**config.mk**
```make
export PLATFORM = sky130hd
export DESIGN_NAME = skhm_ram
export DESIGN_NICKNAME = d
export VERILOG_FILES = /design/src/rtl/skhm_ram.sv
export SDC_FILE = /design/constraint.sdc
export NUM_CORES = 1
export LEC_CHECK = 0
export ABC_AREA = 1
export BUFFER_PORTS_ARGS = -buffer_cell sky130_fd_sc_hd__buf_2
export CAP_MARGIN = 10
export CORE_MARGIN = 3
export CORE_UTILIZATION = 35
export CTS_BUF_LIST = sky130_fd_sc_hd__clkbuf_16
export DETAILED_ROUTE_END_ITERATION = 8
export PLACE_DENSITY_LB_ADDON = 0.3
export SLEW_MARGIN = 20
export SYNTH_ARGS = -nofsm -noshare
export SYNTH_HDL_FRONTEND = slang
export SYNTH_SLANG_ARGS = --single-unit
```
**constraint.sdc**
```tcl
create_clock -name aclk -period 2.9 [get_ports aclk]
set_input_delay 0.145 -clock aclk [delete_from_list [all_inputs] [get_ports aclk]]
set_output_delay 0.145 -clock aclk [all_outputs]
set_load 0.1 [all_outputs]
```
**src/rtl/skhm_ram.sv**
```systemverilog
// Generic single-port RAM with a registered read.
module skhm_ram #(
    parameter int unsigned WIDTH = 8,
    parameter int unsigned DEPTH = 16
) (
    input  logic                                          aclk,
    input  logic                                          we,
    input  logic [((DEPTH < 2) ? 1 : $clog2(DEPTH))-1:0] addr,
    input  logic [WIDTH-1:0]                              wdata,
    output logic [WIDTH-1:0]                              rdata
);

    logic [WIDTH-1:0] mem [DEPTH];

    always_ff @(posedge aclk) begin
        if (we) begin
            mem[addr] <= wdata;
        end
        rdata <= mem[addr];
    end

endmodule

```
==> impl_metrics.json, run 1 <==
{
  "run_status": "finished, final reports clean",
  "most-common-layout-cells": "sky130_fd_sc_hd__nand2_1, sky130_fd_sc_hd__edfxtp_1, sky130_fd_sc_hd__inv_1",
  "p_per_area_mw_per_mm2": 734,
  "cts.reportedPaths.clkPinSlew_ns": 0.06,
  "report.power.total_w": 0.00475,
  "critical_path.slowest_cell": "sky130_fd_sc_hd__nor2_1",
  "synth_cells": 548,
  "routabilityCongestion": 0.832,
  "critical_path_buf_inv_count": 1,
  "critical_path_required_ns": 2.94,
  "cts_made_buffers": 17,
  "post-route-util_pct": 42.0,
  "maxCapViolCount": 0,
  "fp.dieW_um": 132,
  "grt_overflow_total": 0,
  "cts_sinks": 136,
  "drtIter0Drc": 304,
  "num-nets-final": 584,
  "crit_family": "simple AND/OR/NAND/NOR gates",
  "num_rows": 45,
  "layout_commonest_cell": "sky130_fd_sc_hd__nand2_1",
  "post_detailed_routing_wire_length_um": 12200,
  "post_cts_resized": 0,
  "final_min_period_over_clock_period_pct": 55.7,
  "finalSetupViolations": 0,
  "total_die_area_mm2": 0.0175,
  "area_growth_pct": 15.8,
  "critical_path.max_stage_delay_ns": 0.67,
  "timing_worst_setup_path_type": "input pin to register",
  "yosys.cell_types.count": 11,
  "timing.clock.skew_ns": 0.00766,
  "top_level_ports": 22,
  "post_cts_hold_buffer_count": 0,
  "wl_met2_um": 5870,
  "total_leakage_power_nw": 2.74,
  "critical_path.max_fanout": 35,
  "place.detailed.hpwl_um": 7840,
  "die_h_um": 132,
  "detail_route.vias_per_cell": 4.49,
  "crit_arrival_ns": 1.66,
  "cts.root.buffer_cell": "sky130_fd_sc_hd__clkbuf_16",
  "worst-slew-pin-transition_ns": 0.855,
  "htreeDepth": 4,
  "gr-usage-all-layers_pct": 14.8,
  "fin_crit_ns": 1.62,
  "final.fill_count": 1518,
  "final_max_slew_violation_count": 0,
  "startpoint_type_of_the_worst_setup_path": "input pin",
  "clk-insertion-delay-late_ns": 0.41,
  "clock_tree_from_tritoncts": "built",
  "min_path_type": "input pin to register",
  "drt-pass1-iter-count": 4,
  "pin_count_of_the_biggest_net_entering_global_routing": 57,
  "wl_met3_um": 603,
  "cp-end-kind": "register",
  "cts_buffer_depth": 2,
  "net_count_after_synthesis": 562,
  "timing.max_slew.rel_slack_pct": 42.8,
  "hold_violations": 0,
  "antenna-diode-count": 0,
  "core_area_mm2": 0.0154,
  "fmax_ghz": 0.619,
  "ir_worst_vdd_v": 0.000564,
  "synth-seq-cells": 136,
  "met1_wire_length_um": 5620,
  "antenna_violations_before_repair": 0,
  "grt_pass1_vias": 3605,
  "count_of_input_and_output_buffers": 21,
  "route.detailed.drc": 0,
  "routed.top_layer": "met4",
  "cp_cell_sequence": "buf_2 -> nand3_1 -> nor2_1",
  "wl_per_cell_um": 15.4,
  "setup-tns-final_ns": 0,
  "synth_sequential_area_ratio_pct": 71.6,
  "timing.hold.ws_ns": 0.167,
  "wire_length_of_the_first_global_routing_pass_um": 19400,
  "rsz0062_at_grt": "false",
  "average_instance_area_after_synthesis_um2": 10.2,
  "route.vias.total": 3565,
  "initial_utilization_pct": 36.3,
  "syn-cell-area_mm2": 0.00559,
  "yosys_warnings": 0,
  "final_antenna_net_count": 0,
  "cts_setup_buffers": 0,
  "drive_above_1_share_pct": 9.43
}
Yosys cell counts:
cell type                  instances  area [um^2]
sky130_fd_sc_hd__clkinv_1          1         3.75
sky130_fd_sc_hd__nand3_1           4         20.0
sky130_fd_sc_hd__buf_2            12         60.1
sky130_fd_sc_hd__dfxtp_1           8          160
sky130_fd_sc_hd__clkbuf_1          3         11.3
sky130_fd_sc_hd__inv_1            21         78.8
sky130_fd_sc_hd__nand2_1         346         1300
sky130_fd_sc_hd__edfxtp_1        128         3840
sky130_fd_sc_hd__inv_2             1         3.75
sky130_fd_sc_hd__buf_4             6         45.0
sky130_fd_sc_hd__nor2_1           18         67.6
per-stage QoR:
| stage | std cells | setup slack (ns) | instance area (um^2) |
|---|---|---|---|
| 2_1_floorplan | 548 | 1.38 | 5590 |
| 3_3_place_gp | 762 | 0.912 | 5870 |
| 3_5_place_dp | 762 | 0.850 | 5870 |
| 4_1_cts | 794 | 1.29 | 6480 |
| 5_1_grt | 794 | 1.18 | 6480 |
| 6_report | 794 | 1.28 | 6480 |
worst paths after layout:
kind | startpoint | end | slack (ns) | depth (start not counted)
worst max register to register | mem[5][1] | rdata[1] | 1.86 | 8
worst min-delay path | wdata[7] | mem[0][7] | 0.17 | 1
worst max-delay path | addr[1] | mem[15][0] | 1.28 | 3
worst min register to register | mem[8][5] | rdata[5] | 0.72 | 8
cell type report:
cell class                 count  area, um^2  share of cell area [%]
sequential                   136        4000                    61.8
clock buffer                  17         425                    6.57
clock inverter                15         184                    2.84
multi-input combinational    368        1390                    21.4
tap                          211         264                    4.08
inverter                      23        86.3                    1.33
timing repair buffer          24         128                    1.97
worst reg2reg max path, cell delays in order, from the launching register on:
cell and delay, ns:
sky130_fd_sc_hd__edfxtp_1 0.36, sky130_fd_sc_hd__nand2_1 0.08, sky130_fd_sc_hd__nand2_1 0.06, sky130_fd_sc_hd__nand2_1 0.06, sky130_fd_sc_hd__nand2_1 0.07, sky130_fd_sc_hd__nand2_1 0.06
sky130_fd_sc_hd__nand2_1 0.06, sky130_fd_sc_hd__inv_1 0.12, sky130_fd_sc_hd__nand2_1 0.06
metal layers:
layer  vias to the layer above  global-route usage, %
met5                         -                      0
met4                         0                   4.85
met3                        10                   3.92
met2                        68                   23.2
met1                      1692                   20.0
li1                       1795                      -
power breakdown:
group / internal, W / switching, W / leakage, nW / total, W
combinational: 0.0000663 / 0.000280 / 1.22 / 0.000346
sequential: 0.00220 / 0.0000141 / 1.22 / 0.00221
clock: 0.00142 / 0.000771 / 0.297 / 0.00219
total: 0.00369 / 0.00107 / 2.74 / 0.00475
cell families (layout without fill, tap and decap cells):
group	count (synthesis)	in the layout	synth area share, %
and+or+nand+nor	368	368	24.8
DFF	136	136	71.6
buffers and inverters	44	79	3.62
sequential cells by signal, indices dropped and copies added, names as in the netlist:
signal and flops:
mem 128, rdata 8
No activity file was read; power rests on OpenSTA's default activity.
==> inputs of run 2 (changes only) <==
- clock period: 2.9 -> 1.5 ns (I/O delays scaled with it)
==> run 2 against run 1 <==
  * Via count up 6.3%
  * Final cell count increased by 3.0%
  * Critical endpoint is now rdata[0]
  * Combinational power grew 100%
  * Highest routed layer unchanged
  * Die area is the same
  * First-iteration DRC count up 25%
==> impl_metrics.json, run 2 (same netlist as run 1, synthesis figures left out) <==
{
  "run_status": "finished, final reports clean",
  "critical_path.max_fanout": 1,
  "ir_worst_vdd_v": 0.000698,
  "crit-reg2reg-capture": "rdata[5]",
  "cellInternalPower_w": 0.00643,
  "wl_met3_um": 595,
  "cts_made_buffers": 17,
  "clock_tree_from_tritoncts": "built",
  "p_switching_w": 0.00198,
  "met1_wire_length_um": 5810,
  "most-common-layout-cells": "sky130_fd_sc_hd__nand2_1, sky130_fd_sc_hd__edfxtp_1, sky130_fd_sc_hd__inv_1",
  "place.detailed.hpwl_um": 8050,
  "final_min_period_over_clock_period_pct": 86.7,
  "route.detailed.drc": 0,
  "pin_count_of_the_biggest_net_entering_global_routing": 41,
  "cp_cell_sequence": "buf_2",
  "drt-pass1-iter-count": 4,
  "area_growth_pct": 17.0,
  "num-nets-final": 608,
  "route.vias.total": 3788,
  "cts_setup_buffers": 0,
  "die_h_um": 132,
  "report.power.total_w": 0.00841,
  "wire_length_of_the_first_global_routing_pass_um": 20200,
  "antenna_violations_before_repair": 0,
  "critical_path_buf_inv_count": 1,
  "sequential_group_share_of_total_power_pct": 50.9,
  "maxCapViolCount": 0,
  "regToRegSetupSlack_ns": 0.49,
  "timing.max_slew.rel_slack_pct": 67.7,
  "total_leakage_power_nw": 2.83,
  "detail_route.vias_per_cell": 4.63,
  "largest_register": "mem",
  "cp-end-kind": "primary output",
  "worst-slew-pin-transition_ns": 0.488,
  "layout_commonest_cell": "sky130_fd_sc_hd__nand2_1",
  "drive_above_1_share_pct": 11.4,
  "routed.top_layer": "met4",
  "cts_sinks": 136,
  "antenna-diode-count": 0,
  "htreeDepth": 4,
  "setup-tns-final_ns": 0,
  "cts.root.buffer_cell": "sky130_fd_sc_hd__clkbuf_16",
  "final_cells": 818,
  "clk-insertion-delay-late_ns": 0.41,
  "p_per_area_mw_per_mm2": 1280,
  "hold_path.startpoint": "wdata[3]",
  "fin_crit_ns": 1.30,
  "critical_path.max_stage_delay_ns": 0.45,
  "wl_per_cell_um": 15.7,
  "power.combinational.fraction_pct": 8.4,
  "cts_buffer_depth": 2,
  "hold_violations": 0,
  "reg.largest.list": "mem x128, rdata x8",
  "initial_utilization_pct": 36.3,
  "routabilityCongestion": 0.849,
  "wl_met2_um": 6100,
  "reg2reg_from": "mem[5][5]",
  "crit_family": "buffers and inverters",
  "final_antenna_net_count": 0,
  "timing_worst_setup_path_type": "register to primary output",
  "timing.hold.worst_path_depth": 1,
  "startpoint_type_of_the_worst_setup_path": "register",
  "total_die_area_mm2": 0.0175,
  "r2r.worst_path.cells": 8,
  "final.fill_count": 1521,
  "fp.dieW_um": 132,
  "top_level_ports": 22,
  "post_detailed_routing_wire_length_um": 12800,
  "rsz0062_at_grt": "false",
  "critical_path_required_ns": 1.42,
  "cts.reportedPaths.clkPinSlew_ns": 0.06,
  "drtIter0Drc": 380,
  "crit_arrival_ns": 1.23,
  "min_to": "mem[1][3]",
  "critical_path.slowest_cell": "sky130_fd_sc_hd__buf_2",
  "gr-usage-all-layers_pct": 15.2,
  "grt_overflow_total": 0,
  "num_rows": 45,
  "post_cts_resized": 0,
  "timing.clock.skew_ns": 0.00663,
  "cp-startpoint": "rdata[0]",
  "largest_register_ff_count": 128,
  "fmax_ghz": 0.769,
  "grt_pass1_vias": 3707,
  "placed_cells_incl_taps": 786,
  "min_path_type": "input pin to register",
  "final_max_slew_violation_count": 0,
  "core_area_mm2": 0.0154,
  "finalSetupViolations": 0,
  "power_switching_share_pct": 23.6,
  "post_cts_hold_buffer_count": 0,
  "power.clock.fraction_pct": 40.7,
  "count_of_input_and_output_buffers": 21
}
==> run 2: changes by cell type in the layout (fill, tap and decap cells not counted), moves of 2 or more <==
cell                         previous run  this run
sky130_fd_sc_hd__clkinv_1               2         7
sky130_fd_sc_hd__buf_4                  3        26
sky130_fd_sc_hd__inv_1                 22        27
sky130_fd_sc_hd__clkinvlp_4             3         0
sky130_fd_sc_hd__bufinv_16              4         0
sky130_fd_sc_hd__clkinv_2               5         3
==> run 2: area by class of cell <==
type	count	area [um^2]	share of cell area (%)
sequential	136	4000	61.2
multi-input combinational	368	1390	21.2
clock buffer	17	425	6.50
timing repair buffer	48	320	4.89
tap	211	264	4.03
inverter	23	86.3	1.32
clock inverter	15	60.1	0.917
==> run 2: worst max path at each step <==
stage                end  depth (start not counted)
2_1_floorplan  mem[3][0]                          4
3_3_place_gp    rdata[2]                         10
3_5_place_dp    rdata[1]                         11
4_1_cts         rdata[0]                          1
5_1_grt         rdata[0]                          1
6_report        rdata[0]                          1
==> run 2: power by group through the flow <==
stage	registers (W)	clock network [W]	logic, W
after floorplan	0.00453	0	0.000293
after global placement	0.00436	0	0.000703
after detailed placement	0.00436	0	0.000709
after CTS	0.00428	0.00349	0.000713
after global routing	0.00429	0.00369	0.000778
final	0.00428	0.00342	0.000706
==> run 2: per-layer routing <==
metal / global-route usage, % / vias up
met5: 0 / -
met1: 20.6 / 1836
met2: 23.5 / 86
li1: - / 1843
met4: 7.33 / 0
met3: 3.31 / 23
==> run 2: stage by stage <==
stage / util (%) / cell area [um^2] / hold slack [ns] / setup WS (ns)
2_1_floorplan: - / 5590 / 0.174 / 0.0478
3_3_place_gp: 39.3 / 6060 / 0.509 / 0.270
3_5_place_dp: 39.3 / 6060 / 0.513 / 0.254
4_1_cts: 42.4 / 6550 / 0.0721 / 0.175
5_1_grt: 42.4 / 6550 / 0.0827 / 0.156
6_report: 42.4 / 6550 / 0.0882 / 0.199
==> inputs of run 3 (changes only) <==
- RECOVER_POWER: default -> 50
==> run 3 against run 2 <==
  * Register-to-register slack about the same
  * Sequential power about the same
  * Clock skew about the same
  * Fmax down 0.34%
  * Global-route usage unchanged
  * Clock-buffer cell count unchanged
  * First-iteration DRC count down 5.0%
  * Utilization down 0.12 points
  * Setup slack worse by 0.0045 ns
  * Largest cell class unchanged
==> impl_metrics.json, run 3 (same netlist as run 1, synthesis figures left out) <==
{
  "critical_path_buf_inv_count": 1,
  "drtIter0Drc": 361,
  "fp.dieW_um": 132,
  "total_die_area_mm2": 0.0175,
  "postLayoutCellArea_mm2": 0.00653,
  "placedInstanceArea_mm2": 0.00606,
  "fmax_ghz": 0.766,
  "ir_worst_vdd_v": 0.000701,
  "cts.root.buffer_cell": "sky130_fd_sc_hd__clkbuf_16",
  "place.detailed.hpwl_um": 8050,
  "regToRegSetupSlack_ns": 0.49,
  "timing.max_slew.rel_slack_pct": 34.1,
  "drt-pass1-iter-count": 4,
  "grt_pass1_vias": 3707,
  "cts_setup_buffers": 0,
  "reg.largest.list": "mem x128, rdata x8",
  "route.detailed.drc": 0,
  "final_max_slew_violation_count": 0,
  "post_detailed_routing_wire_length_um": 12800,
  "most-common-layout-cells": "sky130_fd_sc_hd__nand2_1, sky130_fd_sc_hd__edfxtp_1, sky130_fd_sc_hd__inv_1",
  "fin_crit_ns": 1.31,
  "wl_per_cell_um": 15.7,
  "timing.clock.skew_ns": 0.00660,
  "worst-slew-pin-transition_ns": 0.989,
  "drive_above_1_share_pct": 9.39,
  "clk-insertion-delay-late_ns": 0.41,
  "timing.hold.ws_ns": 0.213,
  "crit_family": "buffers and inverters",
  "setup-tns-final_ns": 0,
  "critical_path.max_fanout": 1,
  "finalSetupViolations": 0,
  "timing.hold.worst_path_depth": 7,
  "run_status": "finished, final reports clean",
  "register_cell_area_after_layout_mm2": 0.00400,
  "timing_worst_setup_path_type": "register to primary output",
  "cts_sinks": 136,
  "post_cts_resized": 0,
  "area_growth_pct": 16.7,
  "report.power.total_w": 0.00840,
  "count_of_input_and_output_buffers": 21,
  "maxCapViolCount": 0,
  "hold_path.startpoint": "addr[1]",
  "final.fill_count": 1523,
  "p_per_area_mw_per_mm2": 1290,
  "largest_register_ff_count": 128,
  "hold_violations": 0,
  "htreeDepth": 4,
  "min_to": "rdata[4]",
  "total_leakage_power_nw": 2.80,
  "largest_register": "mem",
  "gr-usage-all-layers_pct": 15.2,
  "cts_made_buffers": 17,
  "antenna-diode-count": 0,
  "crit-reg2reg-capture": "rdata[5]",
  "initial_utilization_pct": 36.3,
  "pin_count_of_the_biggest_net_entering_global_routing": 41,
  "core_area_mm2": 0.0154,
  "die_h_um": 132,
  "critical_path_required_ns": 1.42,
  "min_path_type": "input pin to register",
  "total_area_of_multi_input_combinational_cells_mm2": 0.00139,
  "wire_length_of_the_first_global_routing_pass_um": 20200,
  "final_min_period_over_clock_period_pct": 87.0,
  "crit_arrival_ns": 1.23,
  "r2r.worst_path.cells": 8,
  "clock_tree_from_tritoncts": "built",
  "cts.reportedPaths.clkPinSlew_ns": 0.05,
  "layout_commonest_cell": "sky130_fd_sc_hd__nand2_1",
  "top_level_ports": 22,
  "num_rows": 45,
  "detail_route.vias_per_cell": 4.62,
  "num-nets-final": 608,
  "critical_path.slowest_cell": "sky130_fd_sc_hd__buf_2",
  "startpoint_type_of_the_worst_setup_path": "register",
  "cp-end-kind": "primary output",
  "antenna_violations_before_repair": 0,
  "rsz0062_at_grt": "false",
  "grt_overflow_total": 0,
  "reg2reg_from": "mem[5][5]",
  "route.vias.total": 3783,
  "critical_path.max_stage_delay_ns": 0.45,
  "routabilityCongestion": 0.849,
  "post_cts_hold_buffer_count": 0,
  "final_antenna_net_count": 0,
  "cp_cell_sequence": "buf_2",
  "cts_buffer_depth": 2
}
run 3: cell types whose count changed in the layout (fill, tap and decap cells not counted), sizes merged:
cell,previous run,this run
buf,48,37
clkbuf,17,28
run 3: area by class of cell:
class / count / share of cell area, %
tap: 211 / 4.04
multi-input combinational: 368 / 21.2
sequential: 136 / 61.3
inverter: 23 / 1.32
timing repair buffer: 48 / 4.62
clock buffer: 17 / 6.52
clock inverter: 15 / 0.920
run 3: per-layer routing:
layer,vias up,global-route usage [%],share of wire [%]
met3,23,3.31,3.8
met2,82,23.5,47
met4,0,7.33,2.6
met1,1837,20.6,46
met5,-,0,0
li1,1841,-,-
run 3: worst max-delay path by stage:
stage              from         to  cells after the start
2_1_floorplan   addr[1]  mem[3][0]                      4
3_3_place_gp    addr[0]   rdata[2]                     10
3_5_place_dp    addr[0]   rdata[1]                     11
4_1_cts        rdata[0]   rdata[0]                      1
5_1_grt        rdata[0]   rdata[0]                      1
6_report       rdata[0]   rdata[0]                      1
run 3: through the flow:
step | util [%] | setup slack (ns) | cells
floorplan | - | 0.0478 | 548
global placement | 39.3 | 0.270 | 786
detailed placement | 39.3 | 0.254 | 786
CTS | 42.4 | 0.175 | 818
global route | 42.3 | 0.156 | 818
finish | 42.3 | 0.195 | 818
run 3: report_power, final:
group	leakage, nW	total [W]	internal [W]	switching, W
Sequential	1.22	0.00428	0.00425	0.0000277
Clock	0.263	0.00342	0.00202	0.00140
Combinational	1.32	0.000700	0.000149	0.000551
